### src/sv/abt_pkg.sv
// shared types, constants and helpers for the ack bitfield tracker
package abt_pkg;

  localparam int HISTORY_DEPTH_DEF = 64;
  localparam int SEQ_W             = 32;
  localparam int MASK_W            = 32;

  localparam logic [SEQ_W-1:0] HALF_RANGE = 32'h8000_0000;
  localparam logic [SEQ_W-1:0] MASK_SPAN  = 32'd32;

  typedef enum logic [1:0] {
    S_IDLE,
    S_ISSUE,
    S_DRAIN,
    S_COMMIT
  } state_t;

  // commands from controller to datapath
  typedef struct packed {
    logic load;
    logic issue;
    logic commit;
  } abt_cmd_t;

  // status from datapath to controller
  typedef struct packed {
    logic empty;
    logic last;
    logic out_busy;
  } abt_status_t;

  // a is newer than b under half-range wrap comparison
  function automatic logic newer_than(input logic [SEQ_W-1:0] a, input logic [SEQ_W-1:0] b);
    logic [SEQ_W-1:0] diff;
    diff = a - b;
    return (a != b) && (diff < HALF_RANGE);
  endfunction

  // one-hot mask bit for a distance of 1..32 behind the latest, else zero
  function automatic logic [MASK_W-1:0] dist_bit(input logic [SEQ_W-1:0] lag);
    logic [SEQ_W-1:0]  dm1;
    logic [MASK_W-1:0] r;
    dm1 = lag - 32'd1;
    r   = '0;
    if (dm1 < MASK_SPAN) begin
      r = {{(MASK_W-1){1'b0}}, 1'b1} << dm1[4:0];
    end
    return r;
  endfunction

endpackage

### src/sv/abt_ctrl.sv
// controller state machine sequencing the history scan and result commit
module abt_ctrl
  import abt_pkg::*;
(
  input  logic        clk,
  input  logic        rst,
  input  logic        in_valid,
  output logic        in_ready,
  input  abt_status_t status,
  output abt_cmd_t    cmd
);

  state_t state, state_next;

  // state register
  always_ff @(posedge clk) begin
    if (rst) begin
      state <= S_IDLE;
    end else begin
      state <= state_next;
    end
  end

  // next state and commands
  always_comb begin
    state_next = state;
    cmd        = '0;
    in_ready   = 1'b0;
    case (state)
      S_IDLE: begin
        in_ready = 1'b1;
        if (in_valid) begin
          cmd.load   = 1'b1;
          state_next = status.empty ? S_COMMIT : S_ISSUE;
        end
      end
      S_ISSUE: begin
        cmd.issue = 1'b1;
        if (status.last) begin
          state_next = S_DRAIN;
        end
      end
      S_DRAIN: begin
        state_next = S_COMMIT;
      end
      S_COMMIT: begin
        if (!status.out_busy) begin
          cmd.commit = 1'b1;
          state_next = S_IDLE;
        end
      end
      default: begin
        state_next = S_IDLE;
      end
    endcase
  end

endmodule

### src/sv/abt_datapath.sv
// history ring memory, scan accumulators, latest tracking and result register
module abt_datapath
  import abt_pkg::*;
#(
  parameter int HISTORY_DEPTH = HISTORY_DEPTH_DEF
) (
  input  logic              clk,
  input  logic              rst,
  input  abt_cmd_t          cmd,
  output abt_status_t       status,
  input  logic [SEQ_W-1:0]  sequence_req,
  output logic              out_valid,
  input  logic              out_ready,
  output logic              has_received,
  output logic [SEQ_W-1:0]  ack,
  output logic [MASK_W-1:0] ack_mask
);

  localparam int AW = $clog2(HISTORY_DEPTH);
  localparam int CW = $clog2(HISTORY_DEPTH + 1);
  localparam logic [CW-1:0] FULL_COUNT = CW'(HISTORY_DEPTH);
  localparam logic [AW-1:0] LAST_SLOT  = AW'(HISTORY_DEPTH - 1);

  logic [SEQ_W-1:0]  history [HISTORY_DEPTH];
  logic [SEQ_W-1:0]  seq;
  logic [SEQ_W-1:0]  latest;
  logic              seen;
  logic [CW-1:0]     count;
  logic [AW-1:0]     oldest;
  logic [AW-1:0]     rd_addr;
  logic [AW-1:0]     rd_addr_q;
  logic              rd_vld;
  logic [SEQ_W-1:0]  rd_data;
  logic              found;
  logic [MASK_W-1:0] mask_acc;
  logic [MASK_W-1:0] oldest_bit;

  logic              full;
  logic              take_new;
  logic [MASK_W-1:0] hit_bit;
  logic [MASK_W-1:0] mask_keep;
  logic [MASK_W-1:0] mask_final;
  logic [AW-1:0]     wr_addr;

  assign full     = (count == FULL_COUNT);
  assign take_new = !seen || newer_than(sequence_req, latest);
  assign hit_bit  = dist_bit(latest - rd_data);
  assign wr_addr  = full ? oldest : count[AW-1:0];

  // status towards the controller
  assign status.empty    = (count == '0);
  assign status.last     = (CW'(rd_addr) == (count - 1'b1));
  assign status.out_busy = out_valid && !out_ready;

  // drop the overwritten oldest entry when a new sequence lands on a full ring
  assign mask_keep  = (found || !full) ? mask_acc : (mask_acc & ~oldest_bit);
  assign mask_final = mask_keep | dist_bit(latest - seq);

  // history memory, one write and one registered read
  always_ff @(posedge clk) begin
    if (cmd.commit && !found) begin
      history[wr_addr] <= seq;
    end
    rd_data <= history[rd_addr];
  end

  // beat capture, read address and latest tracking
  always_ff @(posedge clk) begin
    if (rst) begin
      latest <= '0;
      seen   <= 1'b0;
      rd_vld <= 1'b0;
    end else begin
      rd_vld <= cmd.issue;
      if (cmd.load) begin
        seen <= 1'b1;
        if (take_new) begin
          latest <= sequence_req;
        end
      end
    end
  end

  always_ff @(posedge clk) begin
    rd_addr_q <= rd_addr;
    if (cmd.load) begin
      seq     <= sequence_req;
      rd_addr <= '0;
    end else if (cmd.issue) begin
      rd_addr <= rd_addr + 1'b1;
    end
  end

  // scan accumulation of duplicate flag and mask
  always_ff @(posedge clk) begin
    if (cmd.load) begin
      found      <= 1'b0;
      mask_acc   <= '0;
      oldest_bit <= '0;
    end else if (rd_vld) begin
      if (rd_data == seq) begin
        found <= 1'b1;
      end
      mask_acc <= mask_acc | hit_bit;
      if (rd_addr_q == oldest) begin
        oldest_bit <= hit_bit;
      end
    end
  end

  // ring bookkeeping
  always_ff @(posedge clk) begin
    if (rst) begin
      count  <= '0;
      oldest <= '0;
    end else if (cmd.commit && !found) begin
      if (full) begin
        oldest <= (oldest == LAST_SLOT) ? '0 : oldest + 1'b1;
      end else begin
        count <= count + 1'b1;
      end
    end
  end

  // result register
  always_ff @(posedge clk) begin
    if (rst) begin
      out_valid <= 1'b0;
    end else if (cmd.commit) begin
      out_valid <= 1'b1;
    end else if (out_ready) begin
      out_valid <= 1'b0;
    end
  end

  always_ff @(posedge clk) begin
    if (cmd.commit) begin
      has_received <= 1'b1;
      ack          <= latest;
      ack_mask     <= mask_final;
    end
  end

endmodule

### src/sv/ack_bitfield_tracker.sv
// ack bitfield tracker top level
// an accepted input beat is loaded, the history scan reads every stored entry (0..depth), then the
// last read drains and the result is committed; with an empty history the scan and drain are skipped
// a new beat is accepted only after the previous one is committed, and a stalled result delays the commit
// a finished result waits in the output register while the next beat is scanned
// reset: synchronous, clears history count, oldest slot, latest sequence and handshakes
module ack_bitfield_tracker
  import abt_pkg::*;
#(
  parameter int HISTORY_DEPTH = HISTORY_DEPTH_DEF
) (
  input  logic              clk,
  input  logic              rst,
  input  logic              in_valid,
  output logic              in_ready,
  input  logic [SEQ_W-1:0]  sequence_req,
  output logic              out_valid,
  input  logic              out_ready,
  output logic              has_received,
  output logic [SEQ_W-1:0]  ack,
  output logic [MASK_W-1:0] ack_mask
);

  abt_cmd_t    cmd;
  abt_status_t status;

  // sequencing
  abt_ctrl u_ctrl (
    .clk      (clk),
    .rst      (rst),
    .in_valid (in_valid),
    .in_ready (in_ready),
    .status   (status),
    .cmd      (cmd)
  );

  // storage and arithmetic
  abt_datapath #(
    .HISTORY_DEPTH (HISTORY_DEPTH)
  ) u_datapath (
    .clk          (clk),
    .rst          (rst),
    .cmd          (cmd),
    .status       (status),
    .sequence_req (sequence_req),
    .out_valid    (out_valid),
    .out_ready    (out_ready),
    .has_received (has_received),
    .ack          (ack),
    .ack_mask     (ack_mask)
  );

endmodule

### config.mk
export PLATFORM = sky130hd
export DESIGN_NAME = ack_bitfield_tracker
export DESIGN_NICKNAME = d
export VERILOG_FILES = /design/src/sv/abt_pkg.sv /design/src/sv/abt_ctrl.sv /design/src/sv/abt_datapath.sv /design/src/sv/ack_bitfield_tracker.sv
export SDC_FILE = /design/constraint.sdc
export NUM_CORES = 2
export LEC_CHECK = 0
export ABC_AREA = 1
export BUFFER_PORTS_ARGS = -buffer_cell sky130_fd_sc_hd__buf_2
export CAP_MARGIN = 40
export CORE_AREA = 2 2 596 539
export CTS_CLUSTER_DIAMETER = 120
export DETAILED_ROUTE_END_ITERATION = 8
export DIE_AREA = 0 0 598 541
export SYNTH_ARGS = -nofsm -noshare
export SYNTH_HDL_FRONTEND = slang
export SYNTH_HIERARCHICAL = 1
export SYNTH_SLANG_ARGS = --single-unit
### constraint.sdc
create_clock -name clk -period 10.6 [get_ports clk]
set_input_delay 1.59 -clock clk [delete_from_list [all_inputs] [get_ports clk]]
set_output_delay 1.59 -clock clk [all_outputs]
set_load 0.02 [all_outputs]
== Word level (Yosys, flattened, before mapping) ==
Memory sizes are Yosys's and may differ from the RTL's. A register that Yosys moved wholly into a read port is not among the register bits.
Index checks and enable logic that the tools add are counted.

* Bits of input ports: 36
* Word-level logic and storage cells: 85
* Memories kept: 1
* Bits in writable memories: 2048
* Output and inout port bits: 67
* Register bits after elaboration: 223

{| class="wikitable"
|+ Memory list
! memory !! depth !! bits a word !! read ports !! clocked after Yosys merged registers in !! write ports !! line !! text
|-
| u_datapath.history || 64 || 32 || 1 || 1 || 1 || abt_datapath.sv:24 || <nowiki>logic [SEQ_W-1:0] history [HISTORY_DEPTH];</nowiki>
|}

* Multiplexer cells: 20
* Bitwise logic cells: 5
* Shift-type cells: 2
* Add/subtract/negate cells: 9
* Equality and inequality tests: 12
* $lt $le $gt $ge: 3
* Reduce and logical (&&, ||, !) cells: 18

{| class="wikitable"
|+ Operator list
! kind !! number
|-
| two-way mux 32 bit || 3
|-
| subtractor 32 bit || 3
|-
| less-than comparator 32 x 6 -> 1 bit (second input constant) || 2
|-
| bitwise OR 32 bit || 2
|-
| left shift 1 x 5 -> 32 bit (first input constant) || 2
|-
| subtractor 32 x 1 -> 32 bit (second input constant) || 2
|-
| AND 32 bit || 1
|-
| equality test 32 bit || 1
|-
| less-than comparator 32 bit (second input constant) || 1
|-
| != test 32 bit || 1
|-
| NOT 32 bit || 1
|-
| adder 6 x 1 -> 6 bit (second input constant) || 2
|-
| two-way mux 6 bit || 2
|-
| two-way mux 1 bit || 10
|-
| AND reduction 2 bit || 5
|-
| two-way mux 2 bit || 4
|-
| case mux 2 bit (4 select lines) || 1
|-
| adder 7 x 1 -> 7 bit (second input constant) || 1
|-
| equality test 6 x 7 -> 1 bit || 1
|-
| equality test 7 bit (second input constant) || 1
|-
| zero test 7 bit || 1
|-
| subtractor 7 x 1 -> 7 bit (second input constant) || 1
|-
| equality test 6 bit || 1
|-
| equality test 6 bit (second input constant) || 1
|-
| other kinds (10) || 19
|}

== Depth between registers and ports, before layout ==
* Word-level depth: 7
* Depth in mapped cells: 20
* Mapped depth without buffers: 19

== By module ==
Netlist, hierarchy kept.

{| class="wikitable"
|+ By module, submodules not included
! module !! cells an instance !! area an instance (sq um) !! seq. area each (sq um) !! times used
|-
| abt_datapath || 7847 || 94609.5 || 67524.8 || 1
|-
| abt_ctrl || 31 || 206.4 || 40.0 || 1
|}

== Least setup slack after synthesis ==
OpenSTA, ideal clock, no wires.

* Path type: input-to-reg
* From: input out_ready
* To: memory u_datapath.history[40][0] (enable)
* Cell stages on the path: 7
* Setup slack: 1.719 ns
* Data arrival time: 8.379 ns
* Path through: nor2_1 nor2_1 inv_1 nor2_1 clkbuf_1 nand3_1 nor4_1

{| class="wikitable"
|+ RTL lines
! what !! line !! text
|-
| start, declared || ack_bitfield_tracker.sv:18 || <nowiki>input logic out_ready,</nowiki>
|-
| end, declared || abt_datapath.sv:24 ||
|}

==> flow_metrics.py <==
metrics = {
    "outcome": {
        "status": "finished clean",
    },
    "clocking": {
        "cts_buffer_depth": 4,
        "cts_hold_buf": 0,
        "cts_root_buf": "clkbuf_16",
        "cts_num_sinks": 2303,
        "clk_pin_slew_ps": 60,
        "cts_tree": "yes",
        "cts_resized": 0,
        "cts_buffers": 219,
        "cts_htree_levels": 4,
        "worstSkewPairLatency_ps": 920,
        "cts_setup_buffers": 0,
    },
    "sta": {
        "maxSlewHeadroom": 0.183,
        "hold_viol_final": 0,
        "whs_ps": 449,
        "skew_ps": 91.9,
        "fin_crit_ps": 4800,
        "finalSetupViolCount": 0,
        "tightest_slew_ps": 1230,
        "fin_crit_sh": 0.453,
        "rsz0062_at_grt": "no",
        "fmax_mhz": 208,
        "fin_tns_setup_ps": 0,
        "slew_violations": 0,
    },
    "synth": {
        "ys_ff_latch": 2303,
        "ys.flop_type": "edfxtp_1",
        "syn_avg_cell_area_um2": 12.0,
        "yosys_warnings": 6,
        "syn_inst": 7878,
        "synth_common_cells": "2144 x edfxtp_1, 1307 x nor2_1, 1097 x o21ai_0",
        "synthDistinctLibCells": 55,
        "synth_top_cell_by_area": "edfxtp_1",
        "synth_fp_nets": 8018,
        "synth.cell_area_mm2": 0.0948,
        "synth_top_cell_area_share": 0.679,
        "synth_most_common_cell": "edfxtp_1",
        "ys_top_cells_by_area": "edfxtp_1 68%, o21ai_0 5.8%, nor2_1 5.2%",
        "async_flop_share": 0,
        "synth_edf_count": 2144,
        "ys_seq_area_frac": 0.713,
    },
    "floorplanning": {
        "start_util": 0.298,
        "die_h_um": 541,
        "num_rows": 197,
        "die-area_mm2": 0.324,
        "coreArea_mm2": 0.318,
        "die-width_um": 598,
        "ios": 103,
    },
    "cells_and_area": {
        "post-route-util": 0.341,
        "fill_cells": 30822,
        "synthToLayoutAreaGrowth_pct": 14.4,
        "finalNetCount": 8046,
        "drive_above_1_share": 0.0906,
    },
    "drt": {
        "top_layer_used": "met5",
        "routed-wl-met3_um": 36300,
        "wirelength_met1_um": 127000,
        "wire_per_inst_um": 24.7,
        "drc": 0,
        "first_iter_violations": 9960,
        "num_vias": 66547,
        "via_per_inst": 5.43,
        "final_antenna_net_count": 0,
        "wl_um": 302000,
        "drtPass1Iterations": 6,
        "wl_met2_um": 131000,
    },
    "power_and_ir_drop": {
        "pwr-share-comb": 0.283,
        "peakVddDrop_v": 0.000189,
        "pwr-share-seq": 0.416,
        "total_power_uw": 26400,
        "switching_share": 0.354,
        "internal_power_uw": 17000,
        "p_sw_uw": 9340,
        "p_per_area_mw_per_mm2": 243,
        "clkPwrFrac": 0.301,
        "leakage_uw": 0.0354,
    },
    "worst_setup_path": {
        "worstSetupStartpointType": "register",
        "cp_slowest_cell": "buf_4",
        "crit_top_cell": "buf_4",
        "reg2reg_from": "u_datapath/rd_addr[0]",
        "worst_path_largest_cell_delay_ps": 850,
        "critPathLaunch": "u_datapath/rd_addr[0]",
        "crit_type": "reg -> reg",
        "reg2reg_slack_ps": 5800,
        "critPathMaxFanout": 94,
        "crit_chain": "buf_4 -> buf_4 -> buf_4 -> o21ai_0 -> o221ai_1 -> nand3_1 -> a31oi_1 -> a32o_1",
        "crit_path_end_kind": "register",
        "cp.arrival_ps": 5640,
        "critical_path_required_ps": 11440,
    },
    "worst_hold_path": {
        "hp-start": "u_datapath/mask_acc[18]",
        "hold_class": "reg -> reg",
    },
    "global_routing": {
        "grt_max_degree": 201,
        "grt_pass1_wl_um": 432000,
        "grt-ovfl-total": 0,
        "grt_use_total": 0.180,
        "grt_pass1_vias": 61605,
        "antenna_found_initial": 25,
    },
    "flow_run": {
        "drv_cap": 0,
    },
    "placement": {
        "place.gp.congestion": 0.905,
        "dp_hpwl_um": 179000,
        "port_buffers": 101,
    },
}
-- final cells by class --
class	instances	area, um^2	share of cell area
diodes	2	5.00	0.0000461
clock buffers	268	5770	0.0532
clock inverters	128	1340	0.0123
inverters	336	1290	0.0119
multi-input cells	4742	24500	0.226
flip-flops and latches	2303	67600	0.623
well taps	4179	5230	0.0482
repair buffers	304	2760	0.0254
-- final timing paths --
path,to,cells after the start
min,u_datapath/mask_acc[18],2
min reg2reg,u_datapath/mask_acc[18],2
max reg2reg,u_datapath/rd_data[15],8
max,u_datapath/rd_data[15],8
-- logic make-up after synthesis --
| kind of cell | share of synthesized area |
|---|---|
| other cells | 0.0000396 |
| compound gates | 0.125 |
| flops | 0.713 |
| buf+inv | 0.0344 |
| fa+ha+maj | 0.0139 |
| simple gates | 0.110 |
| xor+xnor | 0.00369 |
-- cell usage in the layout, fill, tap and decap left out, types with 11 or more instances in the layout --
master      instances
bufinv_16          26
dfxtp_1           153
a32o_1             30
ha_1              102
nor2_4             61
clkinv_1           38
nor2_1           1247
o221ai_1          190
xnor2_1            17
buf_16             18
inv_1             325
nand3_1           268
buf_12             25
nand3b_1           12
buf_2             101
nand2_1           737
buf_4             149
xor2_1             22
nand4_1           121
a31oi_1            33
o211ai_1           70
clkinv_2           41
nor3_1             42
a21oi_1           285
edfxtp_1         2144
o21ai_0          1096
clkinvlp_4         11
o22ai_1           326
clkbuf_16         222
clkbuf_1           42
-- power groups by stage --
stage	clock [uW]	combinational [uW]	sequential, uW
final	7930	7450	11000
after global routing	8360	8040	11000
after CTS	8020	7330	10900
after detailed placement	0	7300	11100
after global placement	0	7020	11200
after floorplan	0	4370	11100
-- flip-flops by register name, indices dropped and copies added, names as in the netlist, 2 cells and up --
register and flops:
u_ctrl/state 2, u_datapath/ack 32, u_datapath/ack_mask 32, u_datapath/count 7
u_datapath/history 2048, u_datapath/latest 32, u_datapath/mask_acc 32, u_datapath/oldest 6
u_datapath/oldest_bit 32, u_datapath/rd_addr 6, u_datapath/rd_addr_q 6, u_datapath/rd_data 32
u_datapath/seq 32
-- per-layer routing --
metal / vias to the layer above / track usage
met2: 3718 / 0.269
met3: 454 / 0.0393
li1: 29012 / -
met5: - / 0
met1: 33357 / 0.261
met4: 6 / 0.0504
-- stage by stage --
stage / std cells / cell area [um^2] / worst slack, ps
after detailed placement: 11863 / 101000 / 5290
after CTS: 12259 / 108000 / 5980
final: 12262 / 108000 / 5800
after global placement: 11810 / 100000 / 4660
after global routing: 12261 / 108000 / 5720
after floorplan: 7878 / 94800 / 1720
-- critical path, delay by kind of cell (launching register included) --
kind | cells | cell delay (ps)
AND/OR/NAND/NOR | 1 | 140
AO/OA/AOI/OAI | 4 | 1250
flip-flops | 1 | 810
buffers and inverters | 3 | 2420
(Power assumes the default switching activity.)
